--- src/rtl/core/eslc_pkg.sv ---
`default_nettype none
// ----------------------------------------------------------------------------
// eslc_pkg
// shared widths, command and status codes and the walk result type
// ----------------------------------------------------------------------------
package eslc_pkg;

  localparam int MAX_SLOTS_DEF = 256;

  localparam int CMD_W    = 2;
  localparam int START_W  = 32;
  localparam int TICK_W   = 33;
  localparam int STATUS_W = 4;
  localparam int PORT_W   = 16;
  localparam int SLOT_W   = 9;
  localparam int HCL_W    = 32;

  // stream payload widths, padded to whole bytes
  localparam int S_DATA_W = 72;
  localparam int M_DATA_W = 64;

  // item commands
  localparam logic [CMD_W-1:0] CMD_FREE = 2'd0;
  localparam logic [CMD_W-1:0] CMD_RSV  = 2'd1;
  localparam logic [CMD_W-1:0] CMD_END  = 2'd2;

  // status codes
  localparam logic [STATUS_W-1:0] ST_OK           = 4'd0;
  localparam logic [STATUS_W-1:0] ST_FREE_SHORT   = 4'd1;
  localparam logic [STATUS_W-1:0] ST_FREE_UNSORT  = 4'd2;
  localparam logic [STATUS_W-1:0] ST_FREE_UNMERGE = 4'd3;
  localparam logic [STATUS_W-1:0] ST_FREE_BORDER  = 4'd4;
  localparam logic [STATUS_W-1:0] ST_RSV_SHORT    = 4'd5;
  localparam logic [STATUS_W-1:0] ST_RSV_UNSORT   = 4'd6;
  localparam logic [STATUS_W-1:0] ST_RSV_BORDER   = 4'd7;
  localparam logic [STATUS_W-1:0] ST_NOT_INVERSE  = 4'd8;
  localparam logic [STATUS_W-1:0] ST_LIST_FULL    = 4'd9;

  typedef struct packed {
    logic              valid;
    logic              fail;
    logic [TICK_W-1:0] tick;
  } walk_res_t;

endpackage
`default_nettype wire

--- src/rtl/core/eslc_walk.sv ---
`default_nettype none
// ----------------------------------------------------------------------------
// eslc_walk
// two-cursor walk over the stored free and reserved lists, one step a cycle
// ----------------------------------------------------------------------------
module eslc_walk #(
  parameter int MAX_SLOTS = eslc_pkg::MAX_SLOTS_DEF,
  localparam int CW = $clog2(MAX_SLOTS + 1),
  localparam int AW = $clog2(MAX_SLOTS)
) (
  input  wire logic                                       clk,
  input  wire logic                                       rst,
  input  wire logic                                       start,
  input  wire logic                                       ack,
  input  wire logic [eslc_pkg::HCL_W-1:0]                 hcl,
  input  wire logic [CW-1:0]                              free_count,
  input  wire logic [CW-1:0]                              rsv_count,
  input  wire logic [2*eslc_pkg::START_W-1:0]             free_rdata,
  input  wire logic [eslc_pkg::START_W+eslc_pkg::TICK_W-1:0] rsv_rdata,
  output logic      [AW-1:0]                              free_raddr,
  output logic      [AW-1:0]                              rsv_raddr,
  output eslc_pkg::walk_res_t                             res
);

  import eslc_pkg::*;

  typedef enum logic [1:0] {W_IDLE, W_STEP, W_DONE} state_t;

  state_t            state;
  logic [TICK_W-1:0] tick;
  logic              fail;
  logic [CW-1:0]     fc;
  logic [CW-1:0]     rc;
  logic [CW-1:0]     fc_next;
  logic [CW-1:0]     rc_next;
  logic              at_border;
  logic              free_hit;
  logic              rsv_hit;

  assign at_border = tick == {1'b0, hcl};
  assign free_hit  = (fc < free_count) && ({1'b0, free_rdata[START_W-1:0]} == tick);
  assign rsv_hit   = (rc < rsv_count) && ({1'b0, rsv_rdata[START_W-1:0]} == tick);

  // read addresses follow the next cursor so data lines up with the cursor
  always_comb begin
    fc_next = fc;
    rc_next = rc;
    if (start) begin
      fc_next = '0;
      rc_next = '0;
    end else if (state == W_STEP && !at_border) begin
      if (free_hit) begin
        fc_next = fc + CW'(1);
      end else if (rsv_hit) begin
        rc_next = rc + CW'(1);
      end
    end
  end

  assign free_raddr = fc_next[AW-1:0];
  assign rsv_raddr  = rc_next[AW-1:0];

  always_ff @(posedge clk) begin
    if (rst) begin
      state <= W_IDLE;
      fc    <= '0;
      rc    <= '0;
      fail  <= 1'b0;
      tick  <= '0;
    end else begin
      fc <= fc_next;
      rc <= rc_next;
      case (state)
        W_IDLE: begin
          if (start) begin
            tick  <= '0;
            fail  <= 1'b0;
            state <= W_STEP;
          end
        end
        W_STEP: begin
          if (at_border) begin
            state <= W_DONE;
          end else if (free_hit) begin
            tick <= {1'b0, free_rdata[2*START_W-1:START_W]} + TICK_W'(1);
          end else if (rsv_hit) begin
            tick <= rsv_rdata[START_W+TICK_W-1:START_W];
          end else begin
            fail  <= 1'b1;
            state <= W_DONE;
          end
        end
        W_DONE: begin
          if (ack) begin
            state <= W_IDLE;
          end
        end
        default: begin
          state <= W_IDLE;
        end
      endcase
    end
  end

  assign res.valid = (state == W_DONE);
  assign res.fail  = fail;
  assign res.tick  = tick;

endmodule
`default_nettype wire

--- config.mk ---
export PLATFORM = sky130hd
export DESIGN_NAME = eslc_walk
export DESIGN_NICKNAME = d
export VERILOG_FILES = /design/src/rtl/core/eslc_pkg.sv /design/src/rtl/core/eslc_walk.sv
export SDC_FILE = /design/constraint.sdc
export NUM_CORES = 1
export LEC_CHECK = 0
export CAP_MARGIN = 20
export CORE_UTILIZATION = 61
export CTS_BUF_LIST = sky130_fd_sc_hd__clkbuf_8 sky130_fd_sc_hd__clkbuf_16
export DETAILED_ROUTE_END_ITERATION = 12
export DONT_BUFFER_PORTS = 1
export GPL_TIMING_DRIVEN = 0
export PLACE_DENSITY_LB_ADDON = 0.25
export SKIP_LAST_GASP = 1
export SYNTH_ARGS = -nofsm -noshare
export SYNTH_HDL_FRONTEND = slang
export SYNTH_SLANG_ARGS = --single-unit
--- constraint.sdc ---
create_clock -name clk -period 3.3 [get_ports clk]
set_input_delay 0.495 -clock clk [delete_from_list [all_inputs] [get_ports clk]]
set_output_delay 0.495 -clock clk [all_outputs]
set_load 0.01 [all_outputs]
======== Yosys cells after proc, flatten, opt, wreduce, memory -nomap -nowiden ========
Index checks and enable logic that the tools add are counted.
storage, ports and cells
  flip-flop bits (word level) ............. 54
  bits in latches ......................... 0
  RAM bits ................................ 0
  memory bits (read-only) ................. 0
  input port bits ......................... 183
  output and inout port bits .............. 51
  memories ................................ 0
operators by class
  add/sub/neg operators ................... 3
  multipliers ............................. 0
  div/mod/pow operators ................... 0
  $lt $le $gt $ge ......................... 2
  equality and inequality tests ........... 13
  shift-type cells ........................ 0
  muxes and demuxes ....................... 23
  bitwise operators ....................... 1
  reduce and logical (&&, ||, !) cells .... 12
operators by type and width
  kind                                           count
  two-way mux 33 bit                             4
  == test 32 x 33 -> 1 bit                       2
  one-hot mux 33 bit (2 select lines)            1
  two-way mux 8 bit                              7
  adder 32 x 1 -> 33 bit, second input constant  1
  == test 33 x 32 -> 1 bit                       1
  adder 9 x 1 -> 9 bit, second input constant    2
  less-than comparator 9 bit                     2
  two-way mux 2 bit                              5
  != test 2 bit, second input constant           5
  != test 3 bit, second input constant           3
  AND reduction 4 bit                            2
  one-hot mux 2 bit (3 select lines)             1
  AND reduction 5 bit                            1
  two-way mux 1 bit                              4
  logical AND 1 bit                              3
  AND reduction 3 bit                            1
  == test 2 x 1 -> 1 bit, second input constant  1
  == test 2 bit, second input constant           1
  zero test 2 bit                                1
  one-hot mux 1 bit (2 select lines)             1
  AND reduction 2 bit                            1
  nonzero test 2 bit                             1
  OR reduction 2 bit                             1
  other kinds (2)                                2

======== Depth between registers and ports, before layout ========
Gate-level depths: netlist (run 1).
  word-level depth ........................ 6
  gate-level depth with buffers ........... 13

======== Worst setup path after synthesis (run 1) ========
No wires, ideal clock.
  path kind ............................... input -> output
  start point ............................. in free_count[5]
  end point ............................... out rsv_raddr[6]
  arrival time ............................ 2725 ps
  path slack .............................. 80 ps
  cell stages on the path ................. 12
  path buffers ............................ 2
  path through ............................ inv_1 > ha_1 > a21o_1 > a21oi_1 > nor2_1 > or4_4 > nor3_1 > buf_2 > buf_2 > nor4_1 > xnor2_1 > nor2_1
on the way
  word-level cells in the longest chain between the ends .. 5
RTL lines
  element                     RTL line         text
  start: declaration          eslc_walk.sv:16  input wire logic [CW-1:0] free_count,
  less-than comparator 9 bit  eslc_walk.sv:41  assign free_hit = (fc < free_count) && ({1'b0, free_rdata[START_W-1:0]} == tick);
  logical AND 1 bit           eslc_walk.sv:41
  two-way mux 8 bit           eslc_walk.sv:52  if (free_hit) begin
  two-way mux 8 bit           eslc_walk.sv:51  end else if (state == W_STEP && !at_border) begin
  two-way mux 8 bit           eslc_walk.sv:48  if (start) begin
  end: declaration            eslc_walk.sv:21  output logic [AW-1:0] rsv_raddr,
No other way between the ends.

======== Worst setup path in the final report (run 1) ========
  start point ............................. reg tick[26]
  end point ............................... out rsv_raddr[4]
on the way
  word-level cells in the longest chain between the ends .. 6
RTL lines
  element                   RTL line         text
  start: declaration        eslc_walk.sv:30  logic [TICK_W-1:0] tick;
  start signal: assignment  eslc_walk.sv:85  tick <= {1'b0, free_rdata[2*START_W-1:START_W]} + TICK_W'(1);
  start signal: assignment  eslc_walk.sv:87  tick <= rsv_rdata[START_W+TICK_W-1:START_W];
  == test 32 x 33 -> 1 bit  eslc_walk.sv:42  assign rsv_hit = (rc < rsv_count) && ({1'b0, rsv_rdata[START_W-1:0]} == tick);
  logical AND 1 bit         eslc_walk.sv:42
  two-way mux 8 bit         eslc_walk.sv:54  end else if (rsv_hit) begin
  two-way mux 8 bit         eslc_walk.sv:52
  two-way mux 8 bit *       eslc_walk.sv:51
  two-way mux 8 bit *       eslc_walk.sv:48
Mark *: on every way between the ends. The rest lies on a longest branch, timed or not.

==> impl_metrics.ini, run 1 <==
[status]
status = complete, but fails checks
violations = negative setup slack

[clock_tree]
h-tree-depth = 2
cts_max_path_buffers = 2
cts_root_buf = clkbuf_8
clock-sinks = 54
insertion_delay_ps = 310
cts_tree = built
clkTransAtPathRegs_ps = 100
cts_buffers = 5

[setup_path]
r2r_end = tick[19]$_SDFFE_PP0P_
cpLargestDelayFamily = simple AND/OR/NAND/NOR gates
crit_path_start_kind = flip-flop
cp-end-kind = output pin
path_max_fanout = 5
r2r_cells = 11
arrival_ps = 2830
cp_slowest_stage_delay_ps = 480
path_cells = xor2_1 > nor4_2 > nand4_1 > or4_4 > nor3_4 > buf_6 > buf_4 > nor4_1 > xnor2_1 > nor2_2
ff2ff_setup_slack_ps = 210
r2r-start = tick[26]$_SDFFE_PP0P_
worst-setup-path-type = reg -> out
slowest_stage = or4_4
required_ps = 2800
path_buf_inv = 2

[floorplan]
core_sq_um = 7370
pin_count = 234
num_rows = 31
die_y_um = 90.2
dieArea_sq_um = 8130
initial_utilization_pct = 64.4
die_w_um = 90.2

[run]
cap_violations = 0

[pwr]
ir_worst_vdd_uv = 219
total_power_w = 0.00150
power_density_nw_per_um2 = 279
p_leak_nw = 2.08

[synth]
netlist_area_sq_um = 4740
synth-xor-area-share_pct = 25.5
syn-num-nets = 796
synth_warnings = 0
synth-edff-count = 0
synth_flop_cell = dfxtp_1
synth_top_family_by_area = simple AND/OR/NAND/NOR gates
synth_adder_area_share_pct = 5.01
synthSimpleGateAreaFrac_pct = 27.0
synthArstFlopShare_pct = 0
synthCells = 594
avgSynthCellArea_sq_um = 7.99
synthMuxAreaShare_pct = 1.50
yosysUniqueCellTypes = 44
synth_seq_cells = 54
seq_area_frac_synth_pct = 22.8
synth_compound_area_share_pct = 12.8

[finish]
most-common-layout-cells = xor2_1, nor2_1, xnor2_1, nand3b_1, nand4_1
area_growth_pct = 13.5
antenna_cells = 0
final_area_sq_um = 5390
final_common_cell = xor2_1
drive_gt1_share_pct = 18.3
fin_nets = 825
fillers = 609

[global_route]
grt_pass1_wl_mm = 24.5
grt_pass1_vias = 4558
antenna_found_initial = 0
grt_max_degree = 17
grtUsageTotal_pct = 38.8
overflow = 0

[drt]
wirelength_mm = 16.2
ant_nets = 0
routed_via_density = 6.50
drc = 0
first_pass_iters = 5
drt_iter0_drc = 238
vias = 4703
routedWlPerCell_um = 22.4

[hold_path]
hold_end = state[1]$_SDFFE_PP0P_
holdPathStages = 2
hp-start = ack
hold_class = in -> reg

[place]
hpwl_mm = 13.0
gp_congestion = 0.898
postPlaceCellArea_sq_um = 4870
portBuffers = 0

[sta]
finalHoldViolations = 0
maxSlewViolCount = 0
max_slew_margin_pct = 40.4
setup_tns_ps = -48.6
rsz0062_at_grt = yes
max_freq_ghz = 0.300
max_slew.worst_pin.slew_ps = 887
period_needed_ps = 3330
fin_worst_skew_ps = 10.3
setup_viol = 2
fin_ws_ps = -29.9
fin_crit_sh_pct = 101
## through the flow
| step | util [%] | hold WS [ps] | instances | worst slack [ps] |
|---|---|---|---|---|
| final | 73.1 | 369 | 723 | -29.9 |
| after global routing | 73.1 | 363 | 723 | -86.1 |
| after CTS | 70.9 | 368 | 717 | -16.8 |
| after detailed placement | 66.1 | 457 | 693 | -670 |
| after global placement | 66.1 | 456 | 693 | -693 |
| after floorplan | - | 442 | 594 | 79.7 |
## worst max-delay path by stage
stage                                      from       endpoint  slack (ps)  cells past startpoint
after floorplan                   free_count[5]   rsv_raddr[6]          80                     12
after global placement    tick[17]$_SDFFE_PP0P_   rsv_raddr[6]        -690                     10
after detailed placement  tick[13]$_SDFFE_PP0P_   rsv_raddr[6]        -670                     10
after CTS                  tick[1]$_SDFFE_PP0P_   rsv_raddr[4]         -20                     10
after global routing      tick[13]$_SDFFE_PP0P_  free_raddr[5]         -90                      9
final                     tick[26]$_SDFFE_PP0P_   rsv_raddr[4]         -30                     10
## sequential cells by signal, summed over array words and instances, names as in the netlist
name / flops
fc: 9
fail: 1
tick: 33
rc: 9
state: 2
## routing by layer
layer / GRT usage, % / wire (um) / up-vias / share of wire (%)
li1: - / - / 2143 / -
met1: 46.6 / 5920 / 2215 / 37
met2: 67.2 / 8010 / 301 / 49
met3: 8.29 / 1660 / 44 / 10
met4: 15.1 / 627 / 0 / 3.9
met5: 0 / 0 / - / 0
## where the power goes
part | total [W] | switching, W | leakage [nW] | internal (W)
registers | 0.000731 | 0.0000593 | 0.453 | 0.000672
clock network | 0.000419 | 0.000226 | 0.0544 | 0.000193
logic | 0.000355 | 0.000198 | 1.57 | 0.000157
## cell type report
type	instances	area [sq um]	share of cell area, %
flip-flops and latches	54	1130	21.0
repair buffers	22	169	3.14
multi-input cells	486	3580	66.4
plain buffers	33	199	3.69
well taps	99	124	2.30
clock inverters	1	8.76	0.163
inverters	21	78.8	1.46
clock buffers	7	96.3	1.79
## kinds of logic after synthesis
kind of cell,Yosys count
muxes,7
AOI/OAI and AO/OA,86
xor gates and xnor gates,138
DFF,54
adders and majority gates,19
and+or+nand+nor,236
buffers and inverters,54
## cells in the mapped netlist, drive strengths merged (3+ instances only)
library cell,number,area share (%)
a211o,25,4.6
nor2b,5,0.66
ha,19,5.0
clkbuf,18,1.5
xnor2,43,7.9
nor2,71,5.6
dfxtp,54,23
and2,4,0.53
nand2,26,2.1
a21o,3,0.47
xor2,95,18
nand4,27,3.6
or3,4,0.53
o21ai,30,3.6
nor3,8,0.84
nand2b,4,0.53
a21oi,9,0.95
nor4,22,3.2
buf,15,2.3
and4,6,1.1
inv,21,1.7
nand3,17,1.8
and3,7,0.92
mux2i,6,1.3
nand3b,33,5.3
o31ai,9,1.4
## repair_timing
| item | CTS | global route |
|---|---|---|
| resized for setup | 51 | 30 |
| buffers inserted | 16 | 6 |
| setup endpoints to repair | 53 | 16 |
| pin swaps | 8 | 9 |
| hold buffers | 0 | 0 |
Note: power is estimated with default switching activity, not from simulation.
==> inputs of run 2 (changes only) <==
CTS_BUF_LIST = sky130_fd_sc_hd__clkbuf_4   (was sky130_fd_sc_hd__clkbuf_8 sky130_fd_sc_hd__clkbuf_16)
==> run 2 against run 1 <==
Compared with the run above: the flow still finishes with violations (negative setup slack); via count grew 0.81%; final area about the same; sequential cell count stayed put; worst hold slack lost 84 ps; critical path type unchanged; non-clock buffer count rose by 1; count of clock-buffer cells in the layout shrank 2; register-to-register slack got worse by 80 ps; worst setup slack got worse by 170 ps; largest cell class unchanged.
==> impl_metrics.ini, run 2 (synthesized netlist as in run 1, its figures left out) <==
[status]
status = complete, but fails checks
violations = negative setup slack

[pwr]
pwr-share-comb_pct = 25.5
p_sw_share_pct = 34.2
p_int_w = 0.000906
pwr-share-clk_pct = 21.3
switching_power_w = 0.000471
power_density_nw_per_um2 = 256
p_leak_nw = 2.06
p_seq_share_pct = 53.2
ir_worst_vdd_uv = 191

[sta]
finalHoldViolations = 0
setup_viol = 16
max_slew_margin_pct = 40.0
max_slew.worst_pin.slew_ps = 894
maxSlewViolCount = 0
rsz0062_at_grt = yes
fin_worst_skew_ps = 20.2
fin_ws_ps = -195
period_needed_ps = 3500
max_freq_ghz = 0.286
fin_crit_sh_pct = 106

[setup_path]
required_ps = 2800
crit_path_start_kind = flip-flop
cp-end-kind = output pin
worst-setup-path-type = reg -> out
arrival_ps = 3000
path_max_fanout = 5

[finish]
final_common_cell = xor2_1
antenna_cells = 0
most-common-layout-cells = xor2_1, nor2_1, xnor2_1, nand3b_1, dfxtp_1
final_area_sq_um = 5380
regMostFlops = tick
area_growth_pct = 13.4
fillers = 603
drive_gt1_share_pct = 18.4
reg_top3 = tick: 33 flops, fc: 9 flops, rc: 9 flops
fin_nets = 827
largest_reg_flops = 33

[floorplan]
die_y_um = 90.2
pin_count = 234
num_rows = 31
dieArea_sq_um = 8130
core_sq_um = 7370
die_w_um = 90.2
initial_utilization_pct = 64.4

[global_route]
grt_max_degree = 17
grt_pass1_vias = 4598
antenna_found_initial = 0
overflow = 0
grt_pass1_wl_mm = 24.3
grtUsageTotal_pct = 38.5

[place]
hpwl_mm = 13.0
place_ws_ps = -670
portBuffers = 0
postPlaceCellArea_sq_um = 4870
gp_congestion = 0.898

[drt]
routed_via_density = 6.54
first_pass_iters = 5
wirelength_mm = 16.3
ant_nets = 0
vias = 4741
routedWlPerCell_um = 22.4
drc = 0
drt_iter0_drc = 238

[run]
cap_violations = 0

[clock_tree]
cts_max_path_buffers = 2
cts_buffers = 5
ctsHoldBuffers = 0
insertion_delay_ps = 380
clock-sinks = 54
cts_root_buf = clkbuf_4
cts_tree = built
h-tree-depth = 2
clkTransAtPathRegs_ps = 170

[hold_path]
hold_class = in -> reg
[run 2: layout make-up]
class	count	area [sq um]	area share, %
buffer	33	199	3.70
clock buffer	5	37.5	0.697
clock inverter	3	16.3	0.302
inverter	21	78.8	1.46
multi-input combinational	487	3610	67.1
sequential	54	1120	20.9
tap	99	124	2.30
timing repair buffer	23	191	3.56
[run 2: layer usage]
metal  track usage (%)  routed length, um  up-vias
met5                 0                  0        -
met4              15.1                596        0
met3              8.63               1660       49
met2              66.4               8050      302
met1              46.1               5970     2234
li1                  -                  -     2156
[run 2: critical path, stage by stage, from the launching register on]
cell     delay (ps)
dfxtp_2         420
xor2_1          190
nor4_2          390
nand4_1         150
or4_4           490
nor3_4          270
buf_6           160
buf_6           110
nor4_2           40
xnor2_1         290
nor2_2          110
[run 2: power groups by stage]
stage	Sequential, W	Clock (W)	Combinational, W
2_1_floorplan	0.000721	0	0.000260
3_3_place_gp	0.000743	0	0.000319
3_5_place_dp	0.000744	0	0.000326
4_1_cts	0.000730	0.000295	0.000336
5_1_grt	0.000733	0.000319	0.000379
6_report	0.000733	0.000294	0.000351
[run 2: final timing paths]
check	cells past startpoint	slack [ps]	endpoint	startpoint
hold / removal	2	280	state[1]$_SDFFE_PP0P_	ack
hold reg to reg	1	500	fail$_SDFFE_PP0P_	fail$_SDFFE_PP0P_
setup reg to reg	15	130	rc[6]$_SDFF_PP0_	tick[26]$_SDFFE_PP0P_
setup / recovery	10	-200	rsv_raddr[4]	tick[26]$_SDFFE_PP0P_
[run 2: timing repair]
action,in CTS,in global routing
setup buffers,14,9
gates cloned,1,0
setup endpoints to repair,53,17
gates resized for setup,47,38
pin swaps,11,15
[run 2: stage by stage]
stage	setup TNS [ps]	hold WS, ps	std cells	power [W]	util, %
final	-2150	284	725	0.00138	73.0
after global routing	-3500	269	725	0.00143	73.0
after CTS	-1780	284	716	0.00136	70.1
after detailed placement	-9790	457	693	0.00107	66.1
after global placement	-10250	456	693	0.00106	66.1
after floorplan	0	442	594	0.000982	-
==> inputs of run 3 (changes only) <==
CORE_UTILIZATION = 54   (was 61)
MAX_ROUTING_LAYER = met4   (was unset)
==> run 3 against run 2 <==
Compared with the run above: the flow still finishes with violations (negative setup slack); routed wire length up 2.5%; worst hold slack gained 44 ps; die area grew 13%; sequential power about the same; combinational power grew 5%; sequential share of layout area down 0.21 points; critical endpoint unchanged.
==> impl_metrics.ini, run 3 (synthesized netlist as in run 1, its figures left out) <==
[status]
status = complete, but fails checks
violations = negative setup slack

[drt]
drc = 0
routedWlPerCell_um = 22.9
drt_iter0_drc = 267
routed_via_density = 6.37
wirelength_mm = 16.7
first_pass_iters = 5
vias = 4631
ant_nets = 0

[global_route]
grt_max_degree = 15
grt_pass1_wl_mm = 23.5
overflow = 0
grt_pass1_vias = 4421
antenna_found_initial = 0
grtUsageTotal_pct = 35.5

[pwr]
switching_power_w = 0.000469
pwr-share-comb_pct = 26.7
pwr-share-clk_pct = 20.1
p_seq_share_pct = 53.2
p_sw_share_pct = 34.1
p_int_w = 0.000907
p_leak_nw = 2.05
power_density_nw_per_um2 = 251
ir_worst_vdd_uv = 144

[finish]
final_cells = 727
final_common_cell = xor2_1
reg_top3 = tick: 33 flops, fc: 9 flops, rc: 9 flops
final_core_util_pct = 65.8
regMostFlops = tick
fin_nets = 825
area_growth_pct = 15.6
antenna_cells = 0
drive_gt1_share_pct = 20.1
most-common-layout-cells = xor2_1, nor2_1, xnor2_1, nand3b_1, nand4_1
largest_reg_flops = 33

[floorplan]
core_sq_um = 8340
initial_utilization_pct = 56.9
die_y_um = 95.7
die_w_um = 95.7
num_rows = 33
pin_count = 234
dieArea_sq_um = 9170

[place]
place_ws_ps = -782
hpwl_mm = 13.2
gp_congestion = 0.896
dp_cells = 699
portBuffers = 0

[clock_tree]
cts_buffers = 5
clkTransAtPathRegs_ps = 150
h-tree-depth = 2
clock-sinks = 54
cts_root_buf = clkbuf_4
cts_tree = built
cts_max_path_buffers = 2
ctsHoldBuffers = 0
insertion_delay_ps = 360

[sta]
setup_viol = 10
fin_ws_ps = -83.8
max_slew.worst_pin.slew_ps = 904
fin_crit_sh_pct = 103
fin_worst_skew_ps = 6.08
max_slew_margin_pct = 39.3
max_freq_ghz = 0.296
period_needed_ps = 3380
rsz0062_at_grt = yes
finalHoldViolations = 0
maxSlewViolCount = 0
hold_ws_ps = 328

[setup_path]
cp-end-kind = output pin
arrival_ps = 2890
required_ps = 2800
path_max_fanout = 5
crit_path_start_kind = flip-flop
worst-setup-path-type = reg -> out

[hold_path]
hold_class = in -> reg

[run]
cap_violations = 0
==> run 3: power groups by stage <==
stage | registers (W) | clock network (W) | logic (W)
after floorplan | 0.000721 | 0 | 0.000260
after global placement | 0.000743 | 0 | 0.000319
after detailed placement | 0.000744 | 0 | 0.000326
after CTS | 0.000730 | 0.000276 | 0.000350
after global routing | 0.000733 | 0.000299 | 0.000398
final | 0.000731 | 0.000277 | 0.000368
==> run 3: metal layers <==
layer  routed length, um  up-vias  track usage (%)
li1                    -     2146                -
met3                1540       27             6.64
met2                8290      256             59.8
met4                 363        0             10.3
met1                6480     2202             43.3
met5                   0        -                -
==> run 3: metrics by stage <==
| stage | setup TNS (ps) | cell area [sq um] | total power, W |
|---|---|---|---|
| floorplan | 0 | 4740 | 0.000982 |
| global placement | -17630 | 4880 | 0.00106 |
| detailed placement | -17100 | 4880 | 0.00107 |
| CTS | 0 | 5210 | 0.00136 |
| global route | -2550 | 5490 | 0.00143 |
| finish | -370 | 5490 | 0.00138 |
==> run 3: critical path, stage by stage, from the launching register on <==
cell and delay [ps]:
dfxtp_4 430, xor2_4 160, nor4_4 370, nand4_1 150, or4_4 480, nor3_4 220, buf_6 170, buf_6 140
nor4_4 60, xnor2_2 150, nor2_2 180
==> run 3: path summary, 6_finish.rpt <==
path | from | to | slack [ps] | cells after the start
max | tick[1]$_SDFFE_PP0P_ | rsv_raddr[4] | -80 | 10
min | ack | state[1]$_SDFFE_PP0P_ | 330 | 2
max reg2reg | tick[1]$_SDFFE_PP0P_ | tick[16]$_SDFFE_PP0P_ | 240 | 11
min reg2reg | fail$_SDFFE_PP0P_ | fail$_SDFFE_PP0P_ | 500 | 1
==> run 3: timing repair <==
item / in CTS / in global routing
endpoints found under the hold margin: 0 / 0
setup buffers: 13 / 9
pin swaps: 13 / 23
resized for setup: 64 / 41
endpoints found under the setup margin: 57 / 16
==> run 3: final cells by class <==
| cell class | instances | area, sq um |
|---|---|---|
| Fill cell | 716 | 2860 |
| Buffer | 33 | 199 |
| Sequential cell | 54 | 1130 |
| Clock inverter | 1 | 3.75 |
| Timing Repair Buffer | 22 | 180 |
| Tap cell | 105 | 131 |
| Inverter | 21 | 78.8 |
| Clock buffer | 5 | 37.5 |
| Multi-Input combinational cell | 486 | 3720 |
